**src/sv/nfhe_pkg.sv**
```systemverilog
package nfhe_pkg;

    // Input item modes
    typedef enum logic [1:0] {
        MODE_PEER  = 2'd0,
        MODE_QUEUE = 2'd1,
        MODE_FLUSH = 2'd2,
        MODE_NONE  = 2'd3
    } mode_t;

    // Peer line kinds
    typedef enum logic [1:0] {
        LK_STATUS = 2'd0,
        LK_BLANK  = 2'd1,
        LK_TEXT   = 2'd2,
        LK_NODATA = 2'd3
    } line_kind_t;

    // Result actions
    localparam logic [2:0] ACT_NONE     = 3'd0;
    localparam logic [2:0] ACT_MODE_STR = 3'd1;
    localparam logic [2:0] ACT_WHAT     = 3'd2;
    localparam logic [2:0] ACT_CHECK    = 3'd3;
    localparam logic [2:0] ACT_XCHECK   = 3'd4;
    localparam logic [2:0] ACT_DISC     = 3'd5;

    // Result warnings
    localparam logic [2:0] WRN_NONE     = 3'd0;
    localparam logic [2:0] WRN_HELLO    = 3'd1;
    localparam logic [2:0] WRN_ODD_MODE = 3'd2;
    localparam logic [2:0] WRN_BAD_MODE = 3'd3;
    localparam logic [2:0] WRN_DELAYED  = 3'd4;
    localparam logic [2:0] WRN_DENIED   = 3'd5;
    localparam logic [2:0] WRN_BAD_FEED = 3'd6;
    localparam logic [2:0] WRN_BLANK    = 3'd7;

    // Peer status codes
    localparam logic [9:0] CODE_200 = 10'd200;
    localparam logic [9:0] CODE_203 = 10'd203;
    localparam logic [9:0] CODE_238 = 10'd238;
    localparam logic [9:0] CODE_239 = 10'd239;
    localparam logic [9:0] CODE_299 = 10'd299;
    localparam logic [9:0] CODE_400 = 10'd400;
    localparam logic [9:0] CODE_431 = 10'd431;
    localparam logic [9:0] CODE_438 = 10'd438;
    localparam logic [9:0] CODE_439 = 10'd439;
    localparam logic [9:0] CODE_480 = 10'd480;
    localparam logic [9:0] CODE_500 = 10'd500;
    localparam logic [9:0] CODE_599 = 10'd599;

    // Configuration register index (word select bit of paddr)
    localparam logic REG_MAX_QUEUE = 1'b0;
    localparam logic [5:0] MAX_QUEUE_RESET = 6'd63;

    // Handshake states
    typedef enum logic [1:0] {
        HS_HELLO = 2'd0,
        HS_MODE  = 2'd1,
        HS_CHECK = 2'd2,
        HS_FEED  = 2'd3
    } hs_state_t;

    // Back end states
    typedef enum logic [1:0] {
        BK_IDLE    = 2'd0,
        BK_FL_RD   = 2'd1,
        BK_FL_EMIT = 2'd2
    } bk_state_t;

    // Command from front to back
    typedef enum logic [1:0] {
        CMD_PEER  = 2'd0,
        CMD_QUEUE = 2'd1,
        CMD_FLUSH = 2'd2
    } cmd_op_t;

    typedef struct packed {
        cmd_op_t    op;
        logic [2:0] action;
        logic [2:0] warning;
        logic       io_err;
        logic       clear;
        logic       stream;
    } cmd_t;

endpackage

```
**src/sv/nfhe_front.sv**
```systemverilog
module nfhe_front
    import nfhe_pkg::*;
#(
    parameter int HANDLE_WIDTH = 32
)
(
    input  logic                    clk,
    input  logic                    rst_n,
    input  logic                    in_valid,
    input  logic                    fifo_full,
    input  logic [1:0]              mode,
    input  logic [1:0]              line_kind,
    input  logic [9:0]              status_code,
    input  logic                    read_timeout,
    input  logic                    read_error,
    input  logic [HANDLE_WIDTH-1:0] article_in,
    output logic                    in_stall,
    output logic                    cmd_push,
    output cmd_t                    cmd,
    output logic [HANDLE_WIDTH-1:0] cmd_handle
);

    hs_state_t hs_reg, hs_next;
    logic      ext_reg, ext_next;
    logic      stream_reg, stream_next;
    logic      accept;
    logic      is_peer;
    logic      disc;
    logic      class2;
    logic      class5;

    assign in_stall   = fifo_full;
    assign accept     = in_valid && !fifo_full;
    assign is_peer    = (mode_t'(mode) == MODE_PEER);
    assign disc       = read_timeout || (line_kind_t'(line_kind) == LK_NODATA);
    assign class2     = status_code inside {[CODE_200:CODE_299]};
    assign class5     = status_code inside {[CODE_500:CODE_599]};
    assign cmd_handle = article_in;

    // Advance handshake state and peer flags
    always_comb
    begin
        hs_next     = hs_reg;
        ext_next    = ext_reg;
        stream_next = stream_reg;
        if (accept && is_peer)
        begin
            if (disc)
            begin
                hs_next     = HS_HELLO;
                ext_next    = 1'b0;
                stream_next = 1'b0;
            end
            else if (line_kind_t'(line_kind) == LK_STATUS)
            begin
                case (hs_reg)
                    HS_HELLO:
                    begin
                        if (status_code == CODE_200)
                        begin
                            hs_next = HS_MODE;
                        end
                    end
                    HS_MODE:
                    begin
                        hs_next     = HS_CHECK;
                        stream_next = class2;
                    end
                    default:
                    begin
                        hs_next = HS_FEED;
                        if (status_code == CODE_238)
                        begin
                            ext_next = 1'b1;
                        end
                    end
                endcase
            end
        end
    end

    // Classify the transaction into a command
    always_comb
    begin
        cmd_push    = accept && (mode_t'(mode) != MODE_NONE);
        cmd.op      = CMD_PEER;
        cmd.action  = ACT_NONE;
        cmd.warning = WRN_NONE;
        cmd.io_err  = read_error && !read_timeout;
        cmd.clear   = 1'b0;
        cmd.stream  = stream_reg;
        case (mode_t'(mode))
            MODE_QUEUE:
            begin
                cmd.op = CMD_QUEUE;
            end
            MODE_FLUSH:
            begin
                cmd.op     = CMD_FLUSH;
                cmd.io_err = 1'b0;
                cmd.action = ext_reg ? ACT_XCHECK : ACT_CHECK;
            end
            default:
            begin
                if (disc)
                begin
                    cmd.action = ACT_DISC;
                    cmd.clear  = 1'b1;
                end
                else if (line_kind_t'(line_kind) == LK_BLANK)
                begin
                    cmd.warning = WRN_BLANK;
                end
                else if (line_kind_t'(line_kind) == LK_TEXT)
                begin
                    cmd.action = ACT_WHAT;
                end
                else
                begin
                    case (hs_reg)
                        HS_HELLO:
                        begin
                            if (status_code == CODE_200)
                            begin
                                cmd.action = ACT_MODE_STR;
                            end
                            else
                            begin
                                cmd.warning = WRN_HELLO;
                            end
                        end
                        HS_MODE:
                        begin
                            if (class2)
                            begin
                                if (status_code != CODE_203)
                                begin
                                    cmd.warning = WRN_ODD_MODE;
                                end
                            end
                            else if (status_code != CODE_500)
                            begin
                                cmd.warning = WRN_BAD_MODE;
                            end
                        end
                        default:
                        begin
                            if (status_code inside {CODE_238, CODE_239, CODE_438})
                            begin
                                cmd.warning = WRN_NONE;
                            end
                            else if (status_code inside {CODE_400, CODE_431, CODE_439})
                            begin
                                cmd.warning = WRN_DELAYED;
                            end
                            else if (status_code == CODE_480)
                            begin
                                cmd.warning = WRN_DENIED;
                            end
                            else if (!class5)
                            begin
                                cmd.warning = WRN_BAD_FEED;
                            end
                        end
                    endcase
                end
            end
        endcase
    end

    // Hold handshake state
    always_ff @(posedge clk or negedge rst_n)
    begin
        if (!rst_n)
        begin
            hs_reg     <= HS_HELLO;
            ext_reg    <= 1'b0;
            stream_reg <= 1'b0;
        end
        else
        begin
            hs_reg     <= hs_next;
            ext_reg    <= ext_next;
            stream_reg <= stream_next;
        end
    end

endmodule

```
**src/sv/nfhe_cmd_fifo.sv**
```systemverilog
module nfhe_cmd_fifo
    import nfhe_pkg::*;
#(
    parameter int DATA_W = 8
)
(
    input  logic              clk,
    input  logic              rst_n,
    input  logic              push,
    input  logic [DATA_W-1:0] wr_data,
    input  logic              pop,
    output logic [DATA_W-1:0] rd_data,
    output logic              full,
    output logic              empty
);

    logic [DATA_W-1:0] slot_reg [2];
    logic              wr_ptr_reg, wr_ptr_next;
    logic              rd_ptr_reg, rd_ptr_next;
    logic [1:0]        cnt_reg, cnt_next;
    logic              do_push;
    logic              do_pop;

    assign full    = (cnt_reg == 2'd2);
    assign empty   = (cnt_reg == 2'd0);
    assign do_push = push && !full;
    assign do_pop  = pop && !empty;
    assign rd_data = slot_reg[rd_ptr_reg];

    // Advance pointers and fill count
    always_comb
    begin
        wr_ptr_next = wr_ptr_reg ^ do_push;
        rd_ptr_next = rd_ptr_reg ^ do_pop;
        cnt_next    = cnt_reg + {1'b0, do_push} - {1'b0, do_pop};
    end

    always_ff @(posedge clk or negedge rst_n)
    begin
        if (!rst_n)
        begin
            wr_ptr_reg <= 1'b0;
            rd_ptr_reg <= 1'b0;
            cnt_reg    <= 2'd0;
        end
        else
        begin
            wr_ptr_reg <= wr_ptr_next;
            rd_ptr_reg <= rd_ptr_next;
            cnt_reg    <= cnt_next;
        end
    end

    // Store pushed commands
    always_ff @(posedge clk)
    begin
        if (do_push)
        begin
            slot_reg[wr_ptr_reg] <= wr_data;
        end
    end

    a_fifo_no_overflow: assert property (@(posedge clk) disable iff (!rst_n)
        !(push && full))
        else $error("command pushed into full queue");

endmodule

```
**src/sv/nfhe_back.sv**
```systemverilog
module nfhe_back
    import nfhe_pkg::*;
#(
    parameter int QUEUE_DEPTH  = 64,
    parameter int HANDLE_WIDTH = 32
)
(
    input  logic                    clk,
    input  logic                    rst_n,
    input  logic [5:0]              max_queue,
    input  logic                    cmd_empty,
    input  cmd_t                    cmd,
    input  logic [HANDLE_WIDTH-1:0] cmd_handle,
    output logic                    cmd_pop,
    output logic                    out_valid,
    input  logic                    out_stall,
    output logic [2:0]              action,
    output logic [HANDLE_WIDTH-1:0] article_out,
    output logic [2:0]              warning,
    output logic                    io_error_seen,
    output logic                    last
);

    localparam int IDX_W = (QUEUE_DEPTH > 1) ? $clog2(QUEUE_DEPTH) : 1;
    localparam int CNT_W = $clog2(QUEUE_DEPTH + 1);
    localparam int SUM_W = CNT_W + 1;
    localparam int CMP_W = (CNT_W > 6) ? CNT_W : 6;

    logic [HANDLE_WIDTH-1:0] ring_mem [QUEUE_DEPTH];
    logic [HANDLE_WIDTH-1:0] rd_data_reg;

    bk_state_t               state_reg, state_next;
    logic [IDX_W-1:0]        head_reg, head_next;
    logic [CNT_W-1:0]        count_reg, count_next;
    logic [2:0]              fl_action_reg, fl_action_next;
    logic                    fl_stream_reg, fl_stream_next;

    logic                    out_valid_reg, out_valid_next;
    logic [2:0]              action_reg, action_next;
    logic [HANDLE_WIDTH-1:0] article_reg, article_next;
    logic [2:0]              warning_reg, warning_next;
    logic                    ioerr_reg, ioerr_next;
    logic                    last_reg, last_next;

    logic                    out_free;
    logic                    load_peer;
    logic                    mem_we;
    logic                    start_flush;
    logic                    emit;
    logic                    fin;
    logic                    drop;
    logic [IDX_W-1:0]        head_inc;
    logic [SUM_W-1:0]        wr_sum;
    logic [SUM_W-1:0]        wr_wrap;
    logic [IDX_W-1:0]        wr_addr;

    assign out_free = !out_valid_reg || !out_stall;
    assign fin      = (count_reg == CNT_W'(1)) || !fl_stream_reg;
    assign drop     = (CMP_W'(count_reg) > CMP_W'(max_queue))
                      || (count_reg >= CNT_W'(QUEUE_DEPTH));
    assign head_inc = (head_reg == IDX_W'(QUEUE_DEPTH - 1)) ? '0 : head_reg + 1'b1;
    assign wr_sum   = SUM_W'(head_reg) + SUM_W'(count_reg);
    assign wr_wrap  = (wr_sum >= SUM_W'(QUEUE_DEPTH)) ? wr_sum - SUM_W'(QUEUE_DEPTH)
                                                      : wr_sum;
    assign wr_addr  = wr_wrap[IDX_W-1:0];

    // Next state
    always_comb
    begin
        state_next = state_reg;
        case (state_reg)
            BK_IDLE:
            begin
                if (!cmd_empty && (cmd.op == CMD_FLUSH) && (count_reg != '0))
                begin
                    state_next = BK_FL_RD;
                end
            end
            BK_FL_RD:
            begin
                state_next = BK_FL_EMIT;
            end
            BK_FL_EMIT:
            begin
                if (out_free && fin)
                begin
                    state_next = BK_IDLE;
                end
            end
            default:
            begin
                state_next = BK_IDLE;
            end
        endcase
    end

    // Control outputs
    always_comb
    begin
        cmd_pop     = 1'b0;
        load_peer   = 1'b0;
        mem_we      = 1'b0;
        start_flush = 1'b0;
        emit        = 1'b0;
        case (state_reg)
            BK_IDLE:
            begin
                if (!cmd_empty)
                begin
                    case (cmd.op)
                        CMD_PEER:
                        begin
                            load_peer = out_free;
                            cmd_pop   = out_free;
                        end
                        CMD_QUEUE:
                        begin
                            mem_we  = 1'b1;
                            cmd_pop = 1'b1;
                        end
                        default:
                        begin
                            cmd_pop     = 1'b1;
                            start_flush = (count_reg != '0);
                        end
                    endcase
                end
            end
            BK_FL_EMIT:
            begin
                emit = out_free;
            end
            default:
            begin
                emit = 1'b0;
            end
        endcase
    end

    // Advance ring pointers and flush context
    always_comb
    begin
        head_next      = head_reg;
        count_next     = count_reg;
        fl_action_next = fl_action_reg;
        fl_stream_next = fl_stream_reg;
        if (load_peer && cmd.clear)
        begin
            head_next  = '0;
            count_next = '0;
        end
        else if (mem_we)
        begin
            if (drop)
            begin
                head_next = head_inc;
            end
            else
            begin
                count_next = count_reg + 1'b1;
            end
        end
        else if (emit)
        begin
            head_next  = head_inc;
            count_next = count_reg - 1'b1;
        end
        if (start_flush)
        begin
            fl_action_next = cmd.action;
            fl_stream_next = cmd.stream;
        end
    end

    // Load the output register
    always_comb
    begin
        out_valid_next = out_valid_reg && out_stall;
        action_next    = action_reg;
        article_next   = article_reg;
        warning_next   = warning_reg;
        ioerr_next     = ioerr_reg;
        last_next      = last_reg;
        if (load_peer)
        begin
            out_valid_next = 1'b1;
            action_next    = cmd.action;
            article_next   = '0;
            warning_next   = cmd.warning;
            ioerr_next     = cmd.io_err;
            last_next      = 1'b1;
        end
        else if (emit)
        begin
            out_valid_next = 1'b1;
            action_next    = fl_action_reg;
            article_next   = rd_data_reg;
            warning_next   = WRN_NONE;
            ioerr_next     = 1'b0;
            last_next      = fin;
        end
    end

    always_ff @(posedge clk or negedge rst_n)
    begin
        if (!rst_n)
        begin
            state_reg     <= BK_IDLE;
            head_reg      <= '0;
            count_reg     <= '0;
            fl_action_reg <= ACT_CHECK;
            fl_stream_reg <= 1'b0;
            out_valid_reg <= 1'b0;
        end
        else
        begin
            state_reg     <= state_next;
            head_reg      <= head_next;
            count_reg     <= count_next;
            fl_action_reg <= fl_action_next;
            fl_stream_reg <= fl_stream_next;
            out_valid_reg <= out_valid_next;
        end
    end

    // Hold result payload
    always_ff @(posedge clk)
    begin
        action_reg  <= action_next;
        article_reg <= article_next;
        warning_reg <= warning_next;
        ioerr_reg   <= ioerr_next;
        last_reg    <= last_next;
    end

    // Ring memory: one write port, registered read at the upcoming head
    always_ff @(posedge clk)
    begin
        if (mem_we)
        begin
            ring_mem[wr_addr] <= cmd_handle;
        end
        rd_data_reg <= ring_mem[head_next];
    end

    assign out_valid     = out_valid_reg;
    assign action        = action_reg;
    assign article_out   = article_reg;
    assign warning       = warning_reg;
    assign io_error_seen = ioerr_reg;
    assign last          = last_reg;

    a_count_bound: assert property (@(posedge clk) disable iff (!rst_n)
        count_reg <= CNT_W'(QUEUE_DEPTH))
        else $error("ring count above depth");

    a_emit_nonempty: assert property (@(posedge clk) disable iff (!rst_n)
        (state_reg == BK_FL_EMIT) |-> (count_reg != '0))
        else $error("flush emitting from empty ring");

    a_clear_empties: assert property (@(posedge clk) disable iff (!rst_n)
        (load_peer && cmd.clear) |=> (count_reg == '0) && (head_reg == '0))
        else $error("disconnect did not clear ring");

endmodule

```
**src/sv/news_feed_handshake_engine.sv**
```systemverilog
// Channel   Handshake                         Payload
// input     in_valid / in_stall               mode line_kind status_code read_timeout
//                                             read_error article_in
// output    out_valid / out_stall             action article_out warning io_error_seen last
// config    psel penable pwrite pready        paddr pwdata prdata (max_queue at byte 0)
//
// A peer line result passes from the command queue into the output register once it is free;
// a queued article reaches the ring when its command is popped and gives no result.
// A flush pops its command, reads the ring head in BK_FL_RD and loads its first result
// in BK_FL_EMIT, then one entry per cycle while out_stall is low.
// Reset clears handshake state, ring head and count; ring contents stay undefined.
// in_stall rises only while the command queue is full; out_stall holds the output register.
module news_feed_handshake_engine
    import nfhe_pkg::*;
#(
    parameter int QUEUE_DEPTH  = 64,
    parameter int HANDLE_WIDTH = 32
)
(
    input  logic                    clk,
    input  logic                    rst_n,
    input  logic                    psel,
    input  logic                    penable,
    input  logic                    pwrite,
    input  logic [2:0]              paddr,
    input  logic [31:0]             pwdata,
    output logic [31:0]             prdata,
    output logic                    pready,
    input  logic                    in_valid,
    output logic                    in_stall,
    input  logic [1:0]              mode,
    input  logic [1:0]              line_kind,
    input  logic [9:0]              status_code,
    input  logic                    read_timeout,
    input  logic                    read_error,
    input  logic [HANDLE_WIDTH-1:0] article_in,
    output logic                    out_valid,
    input  logic                    out_stall,
    output logic [2:0]              action,
    output logic [HANDLE_WIDTH-1:0] article_out,
    output logic [2:0]              warning,
    output logic                    io_error_seen,
    output logic                    last
);

    localparam int CMD_W  = $bits(cmd_t);
    localparam int FIFO_W = CMD_W + HANDLE_WIDTH;

    logic [5:0]              max_queue_reg, max_queue_next;
    logic                    cfg_wr;
    logic                    cmd_push;
    logic                    cmd_pop;
    logic                    fifo_full;
    logic                    fifo_empty;
    cmd_t                    front_cmd;
    cmd_t                    back_cmd;
    logic [HANDLE_WIDTH-1:0] front_handle;
    logic [HANDLE_WIDTH-1:0] back_handle;
    logic [FIFO_W-1:0]       fifo_wr_data;
    logic [FIFO_W-1:0]       fifo_rd_data;

    // Configuration register
    assign pready = 1'b1;
    assign cfg_wr = psel && penable && pwrite && pready && (paddr[2] == REG_MAX_QUEUE);

    always_comb
    begin
        max_queue_next = max_queue_reg;
        if (cfg_wr)
        begin
            max_queue_next = pwdata[5:0];
        end
    end

    always_comb
    begin
        prdata = '0;
        if (paddr[2] == REG_MAX_QUEUE)
        begin
            prdata = {26'd0, max_queue_reg};
        end
    end

    always_ff @(posedge clk or negedge rst_n)
    begin
        if (!rst_n)
        begin
            max_queue_reg <= MAX_QUEUE_RESET;
        end
        else
        begin
            max_queue_reg <= max_queue_next;
        end
    end

    // Front end: accept and classify
    nfhe_front #(
        .HANDLE_WIDTH (HANDLE_WIDTH)
    ) u_front (
        .clk          (clk),
        .rst_n        (rst_n),
        .in_valid     (in_valid),
        .fifo_full    (fifo_full),
        .mode         (mode),
        .line_kind    (line_kind),
        .status_code  (status_code),
        .read_timeout (read_timeout),
        .read_error   (read_error),
        .article_in   (article_in),
        .in_stall     (in_stall),
        .cmd_push     (cmd_push),
        .cmd          (front_cmd),
        .cmd_handle   (front_handle)
    );

    // Command queue
    assign fifo_wr_data = {front_cmd, front_handle};
    assign back_cmd     = cmd_t'(fifo_rd_data[FIFO_W-1:HANDLE_WIDTH]);
    assign back_handle  = fifo_rd_data[HANDLE_WIDTH-1:0];

    nfhe_cmd_fifo #(
        .DATA_W (FIFO_W)
    ) u_fifo (
        .clk     (clk),
        .rst_n   (rst_n),
        .push    (cmd_push),
        .wr_data (fifo_wr_data),
        .pop     (cmd_pop),
        .rd_data (fifo_rd_data),
        .full    (fifo_full),
        .empty   (fifo_empty)
    );

    // Back end: ring and result generation
    nfhe_back #(
        .QUEUE_DEPTH  (QUEUE_DEPTH),
        .HANDLE_WIDTH (HANDLE_WIDTH)
    ) u_back (
        .clk           (clk),
        .rst_n         (rst_n),
        .max_queue     (max_queue_reg),
        .cmd_empty     (fifo_empty),
        .cmd           (back_cmd),
        .cmd_handle    (back_handle),
        .cmd_pop       (cmd_pop),
        .out_valid     (out_valid),
        .out_stall     (out_stall),
        .action        (action),
        .article_out   (article_out),
        .warning       (warning),
        .io_error_seen (io_error_seen),
        .last          (last)
    );

endmodule

```
**config.mk**
```make
export PLATFORM = sky130hd
export DESIGN_NAME = news_feed_handshake_engine
export DESIGN_NICKNAME = d
export VERILOG_FILES = /design/src/sv/nfhe_pkg.sv /design/src/sv/nfhe_front.sv /design/src/sv/nfhe_cmd_fifo.sv /design/src/sv/nfhe_back.sv /design/src/sv/news_feed_handshake_engine.sv
export SDC_FILE = /design/constraint.sdc
export NUM_CORES = 2
export LEC_CHECK = 0
export BUFFER_PORTS_ARGS = -buffer_cell sky130_fd_sc_hd__buf_2
export CAP_MARGIN = 20
export CORE_UTILIZATION = 25
export DETAILED_ROUTE_END_ITERATION = 10
export PLACE_DENSITY_LB_ADDON = 0.05
export SLEW_MARGIN = 15
export SYNTH_ARGS = -nofsm -noshare
export SYNTH_HDL_FRONTEND = slang
export SYNTH_HIERARCHICAL = 1
export SYNTH_SLANG_ARGS = --single-unit
export TNS_END_PERCENT = 10
```
**constraint.sdc**
```tcl
create_clock -name clk -period 5.2 [get_ports clk]
set_clock_uncertainty 0.05 [all_clocks]
set_input_delay 0.78 -clock clk [delete_from_list [all_inputs] [get_ports clk]]
set_output_delay 0.78 -clock clk [all_outputs]
set_load 0.01 [all_outputs]
```
Word level (Yosys, flattened, before mapping)
Memory sizes are Yosys's and may differ from the RTL's. A register that Yosys moved wholly into a read port is not among the register bits.
Index checks and enable logic that the tools add are counted.
{ "op_classes": {"eq_ne": 29, "bitwise_logic": 3, "n_mux": 74, "order_cmp": 7, "n_addsub": 7, "reduce_logical": 48} }
{ "ops": {"columns": ["operator", "count"], "rows": [
  ["$mux W3", 17],
  ["$eq A10 B9 Y1 const B", 5],
  ["$mux W6", 7],
  ["$mux W1", 34],
  ["$eq A10 B8 Y1 const B", 3],
  ["$mux W7", 4],
  ["$logic_and A1 B1 Y1", 16],
  ["$mux W2", 7],
  ["$eq A2 B2 Y1 const B", 6],
  ["$logic_not A2 Y1", 6],
  ["$pmux W3 S2", 2],
  ["$eq A2 B1 Y1 const B", 5],
  ["$ge A10 B8 Y1 const B", 1],
  ["$ge A10 B9 Y1 const B", 1],
  ["$le A10 B10 Y1 const B", 1],
  ["$le A10 B9 Y1 const B", 1],
  ["$ne A10 B8 Y1 const B", 1],
  ["$ne A10 B9 Y1 const B", 1],
  ["$reduce_bool A3 Y1", 3],
  ["$add A6 B7 Y8", 1],
  ["$ge A8 B7 Y1 const B", 1],
  ["$pmux W2 S2", 2],
  ["$reduce_bool A2 Y1", 4],
  ["$add A7 B1 Y7 const B", 1],
  ["other kinds (23)", 38]
]} }
{ "word_totals": {"output_inout_bits": 75, "inputBits": 90, "mem_count": 2, "elab_cells": 188, "reg_bits": 74, "ram_bits": 2134} }
{ "mem_list": {"columns": ["name", "depth", "word_bits", "read_ports", "rd_clocked_by_memory_dff", "write_ports", "line_no", "rtl"], "rows": [
  ["u_back.ring_mem", 64, 32, 1, 1, 1, "nfhe_back.sv:29", "logic [HANDLE_WIDTH-1:0] ring_mem [QUEUE_DEPTH];"],
  ["u_fifo.slot_reg", 2, 43, 1, 0, 1, "nfhe_cmd_fifo.sv:17", "logic [DATA_W-1:0] slot_reg [2];"]
]} }

Longest topological paths before layout
{ "depth": {"ltp_word": 11, "mapped_depth": 18, "ltp_nobuf": 12} }

Modules after synthesis
The synthesis kept the hierarchy.
{ "modules_own_cells": {"columns": ["module", "cells_per_inst", "n_inst", "seq_area_each_um2", "area_each_um2"], "rows": [
  ["nfhe_back", 5885, 1, 63513.4, 83914.2],
  ["nfhe_cmd_fifo", 154, 1, 2682.6, 3523.4],
  ["nfhe_front", 126, 1, 100.1, 964.7],
  ["news_feed_handshake_engine", 48, 1, 157.7, 511.7]
]} }

Least setup slack after synthesis
Ideal clock, no wire load.
{ "synth_path": {"kind": "register to register", "startpoint": "reg u_back.head_reg[1]", "endpoint": "mem u_back.ring_mem[51][0] (enable)", "setup_time_ns": 0.421, "synth_period_minus_slack_ns": 3.843, "n_path_buf": 0, "t_required_ns": 4.729, "stages_incl_launch_ff": 9, "path_slack_ns": 1.357, "t_arrival_ns": 3.371, "path_cell_list": "dfrtp_1 ha_1 a21o_1 a21oi_1 o21bai_1 a21oi_1 xor2_1 nand2_1 nor2_1"} }
{ "synth_between": {"elab_chain_len": 3, "elab_cells_between_ends": 4, "cone_classes": "add/sub (2); order compare (1); mux (1)"} }
{ "synth_rtl": {"columns": ["item", "line_no", "rtl"], "rows": [
  ["start, declared", "nfhe_back.sv:33", "logic [IDX_W-1:0] head_reg, head_next;"],
  ["start signal, assigned", "nfhe_back.sv:218", "head_reg <= head_next;"],
  ["$add A6 B7 Y8 *", "nfhe_back.sv:62", "assign wr_sum = SUM_W'(head_reg) + SUM_W'(count_reg);"],
  ["$ge A8 B7 Y1 or $sub A6 B1 Y6 (tied branches)", "nfhe_back.sv:63", "assign wr_wrap = (wr_sum >= SUM_W'(QUEUE_DEPTH)) ? wr_sum - SUM_W'(QUEUE_DEPTH)"],
  ["$mux W6 *", "nfhe_back.sv:63", null],
  ["end, declared", "nfhe_back.sv:29", null]
]} }
Mark *: on every way between the ends. The rest lies on a longest branch, timed or not.

Final worst setup path
{ "layout_path": {"startpoint": "reg max_queue_reg[5]", "endpoint": "reg u_back.rd_data_reg[28], read port of u_back.ring_mem"} }
{ "layout_between": {"elab_chain_len": 5} }
{ "layout_rtl": {"columns": ["item", "line_no", "rtl"], "rows": [
  ["start, declared", "news_feed_handshake_engine.sv:49", "logic [5:0] max_queue_reg, max_queue_next;"],
  ["start signal, assigned", "news_feed_handshake_engine.sv:92", "max_queue_reg <= max_queue_next;"],
  ["$gt A7 B6 Y1", "nfhe_back.sv:59", "assign drop = (CMP_W'(count_reg) > CMP_W'(max_queue))"],
  ["$logic_or A1 B1 Y1", "nfhe_back.sv:60", "|| (count_reg >= CNT_W'(QUEUE_DEPTH));"],
  ["$mux W6", "nfhe_back.sv:154", "if (drop)"],
  ["$mux W6", "nfhe_back.sv:152", "else if (mem_we)"],
  ["$mux W6", "nfhe_back.sv:147", "if (load_peer && cmd.clear)"],
  ["end, declared", "nfhe_back.sv:30", "logic [HANDLE_WIDTH-1:0] rd_data_reg;"]
]} }
Every way passes these cells.
A chain may end at the register's enable or synchronous reset.

==> flow_summary_export.csv <==
group,metric,value,unit
sta,rsz0062_at_grt,"no",
synthesis,syn_area,0.0889,mm2
job,cap_violations,0,
placed_design,hpwl,172000,um
sta,max_freq,208,MHz
clocking,cts_tree,"done",
grt,overflow,0,
floorplanning,core-area,0.353,mm2
synthesis,synthCells,6213,
placed_design,dpl.cell_count,10900,
setup_path,worstPathRequired,5.96,ns
clocking,clock_sinks,2240,
placed_design,gp_congestion,0.719,
synthesis,syn_avg_cell_area,14.3,um2
power_and_ir_drop,finalPower,65.8,mW
power_and_ir_drop,clock_power_share,0.273,
grt,grt_use_total,0.178,
synthesis,synthAdderAreaFrac,0.00360,
floorplanning,rows,218,
power_and_ir_drop,p_leak,36.1,nW
clocking,cts_made_buffers,270,
clocking,clkTransAtPathRegs,0.06,ns
setup_path,critPathKind,"reg -> reg",
synthesis,synth_edf_count,2141,
detailed_routing,drc,0,
cells_and_area,drive_gt1_frac,0.139,
detailed_routing,via_per_inst,4.62,
setup_path,crit_arrival,5.58,ns
synthesis,seq_area_frac_synth,0.747,
grt,antenna_found_initial,41,
floorplanning,ios,165,
power_and_ir_drop,combPwrFrac,0.377,
power_and_ir_drop,seqPwrFrac,0.350,
detailed_routing,avgRoutedWirePerCell,28.2,um
floorplanning,start_util,0.252,
floorplanning,die_h,598,um
sta,maxSlewHeadroom,0.219,
grt,grt_max_degree,106,
sta,finalSetupViolations,0,
sta,post-route-min-period,4.82,ns
floorplanning,die_width,598,um
synthesis,yosys_warnings,6,
synthesis,ys_async_sr_fraction,0.0152,
setup_path,worst_setup_path_start_kind,"flop",
power_and_ir_drop,p_per_area,623,mW/mm2
sta,finalHoldViolCount,0,
synthesis,synth_top_family_by_area,"simple AND/OR/NAND/NOR gates",
run_status,status,"complete, no violations",
detailed_routing,routed_wl,325000,um
cells_and_area,fillers,35200,
detailed_routing,dr.first_iter.drc_count,4265,
hold_path,hp-class,"in -> reg",
cells_and_area,stdcell_count,11500,
cells_and_area,synthToLayoutAreaGrowth,18.9,%
sta,finalCritPeriodShare,0.926,
clocking,clockBufferDepth,4,
grt,grt_pass1_vias,52200,
synthesis,synth.area.mux_share,0.0560,
synthesis,synthXorXnorAreaFrac,0.00207,
cells_and_area,final_common_cell,"edfxtp_1",
floorplanning,die-area,0.358,mm2
power_and_ir_drop,p_int,40.2,mW
sta,slew_viol_final,0,
detailed_routing,vias,53200,
synthesis,synth-compound-area-share,0.0403,
setup_path,worstPathMaxFanout,37,
power_and_ir_drop,swShare,0.390,
clocking,root_buffer,"clkbuf_16",
cells_and_area,layout_common_cells,"2141 x edfxtp_1, 1526 x nand2_1, 669 x nand3_1",
synthesis,yosys.area_share.simple,0.123,
clocking,cts_max_level,5,
sta,tns,0,ns
power_and_ir_drop,switchingPower,25.7,mW
detailed_routing,final_antenna_net_count,0,
cells_and_area,largest_reg_flops,2048,
detailed_routing,dr.pass1.iters,5,
synthesis,synth_flop_cell,"edfxtp_1",
sta,worst_pin_slew,1.17,ns
clocking,clkLatencyLatePin,0.90,ns
power_and_ir_drop,ir_worst_vdd,554,uV
placed_design,io_buffers,109,
setup_path,cp-end-kind,"flop",
cells_and_area,fin_nets,6630,
synthesis,yosysUniqueCellTypes,97,
synthesis,ys_seq_elements,2240,
grt,grt_pass1_wl,442000,um
[layout make-up]
type | count | area [um2] | share of cell area
tap | 4730 | 5920 | 0.0560
sequential | 2240 | 66500 | 0.629
clock buffer | 370 | 7500 | 0.0709
clock inverter | 103 | 727 | 0.00688
multi-input combinational | 3536 | 20700 | 0.196
timing repair buffer | 433 | 4110 | 0.0388
inverter | 34 | 151 | 0.00143
antenna | 57 | 143 | 0.00135
[through the flow]
step           worst slack (ns)  hold WS [ns]  area, um2   util
2_1_floorplan              1.36         0.367      89000      -
3_3_place_gp              0.219         0.394      96900  0.274
3_5_place_dp              0.179         0.391      96900  0.274
4_1_cts                   0.131       0.00599     106000  0.299
5_1_grt                   0.178        0.0399     106000  0.299
6_report                  0.385        0.0843     106000  0.299
[cells by family after synthesis]
family,count (synthesis)
AND/OR/NAND/NOR,2507
flip-flops,2240
AO/OA/AOI/OAI,481
multiplexers,475
buffers and inverters,462
adder cells (fa/ha/maj),25
XOR/XNOR,21
other,2
[synth_stat cells (32+ instances only)]
cell,instances,area (um2)
a21oi_1,57,285
nand3_1,669,3350
nand4_1,56,350
mux2_4,39,586
dfxtp_1,65,1300
nand2_1,1527,5730
clkbuf_1,100,375
buf_2,205,1030
a31oi_1,156,976
and3_1,37,231
buf_4,96,721
edfxtp_1,2141,64300
a32oi_1,144,1260
nor2_1,104,390
o2111ai_1,32,280
mux2i_1,416,4160
[critical path, cell delays in order, from the launching register on]
cell	delay, ns
dfstp_2	0.54
inv_1	0.06
ha_1	0.34
nand4b_1	0.19
a211oi_1	0.47
a221o_2	0.45
mux2_2	0.31
nand2_4	0.10
inv_8	0.30
buf_12	0.34
mux2i_1	0.27
mux2i_1	0.18
a32oi_1	0.68
and3_1	0.26
[layer usage]
| metal | wire [um] | GRT usage | share of wire | vias to the layer above |
|---|---|---|---|---|
| li1 | - | - | - | 23900 |
| met1 | 155000 | 0.255 | 0.48 | 27800 |
| met2 | 149000 | 0.282 | 0.46 | 1149 |
| met3 | 14300 | 0.0262 | 0.044 | 327 |
| met4 | 6360 | 0.0405 | 0.020 | 6 |
| met5 | 41 | 0 | 0.00013 | - |
[path summary, 6_finish.rpt]
kind                                        start                     end  slack [ns]  cells past startpoint
max                              max_queue_reg[5]  u_back/rd_data_reg[28]        0.38                     13
min                                article_in[21]  u_fifo/slot_reg[0][21]        0.08                      1
max reg2reg                      max_queue_reg[5]  u_back/rd_data_reg[28]        0.38                     13
min reg2reg                u_back/rd_data_reg[31]  u_back/article_out[31]        0.40                      2
max in group asynchronous                   rst_n       u_fifo/rd_ptr_reg        3.92                      2
min in group asynchronous                   rst_n       u_front/hs_reg[1]        0.51                      2
[what timing repair did]
item,4_1_cts,5_1_grt
buffers inserted,0,3
hold buffers,38,0
endpoints found under the hold margin,94,0
endpoints found under the setup margin,0,1
gates resized for setup,0,0
[power by group through the flow]
stage | registers (mW) | logic, mW | clock network [mW]
after floorplan | 23.2 | 14.8 | 0
after global placement | 23.5 | 25.2 | 0
after detailed placement | 23.5 | 25.3 | 0
after CTS | 23.1 | 25.3 | 18.6
after global routing | 23.1 | 27.0 | 19.2
final | 23.1 | 24.8 | 18.0
(Power assumes the default switching activity.)
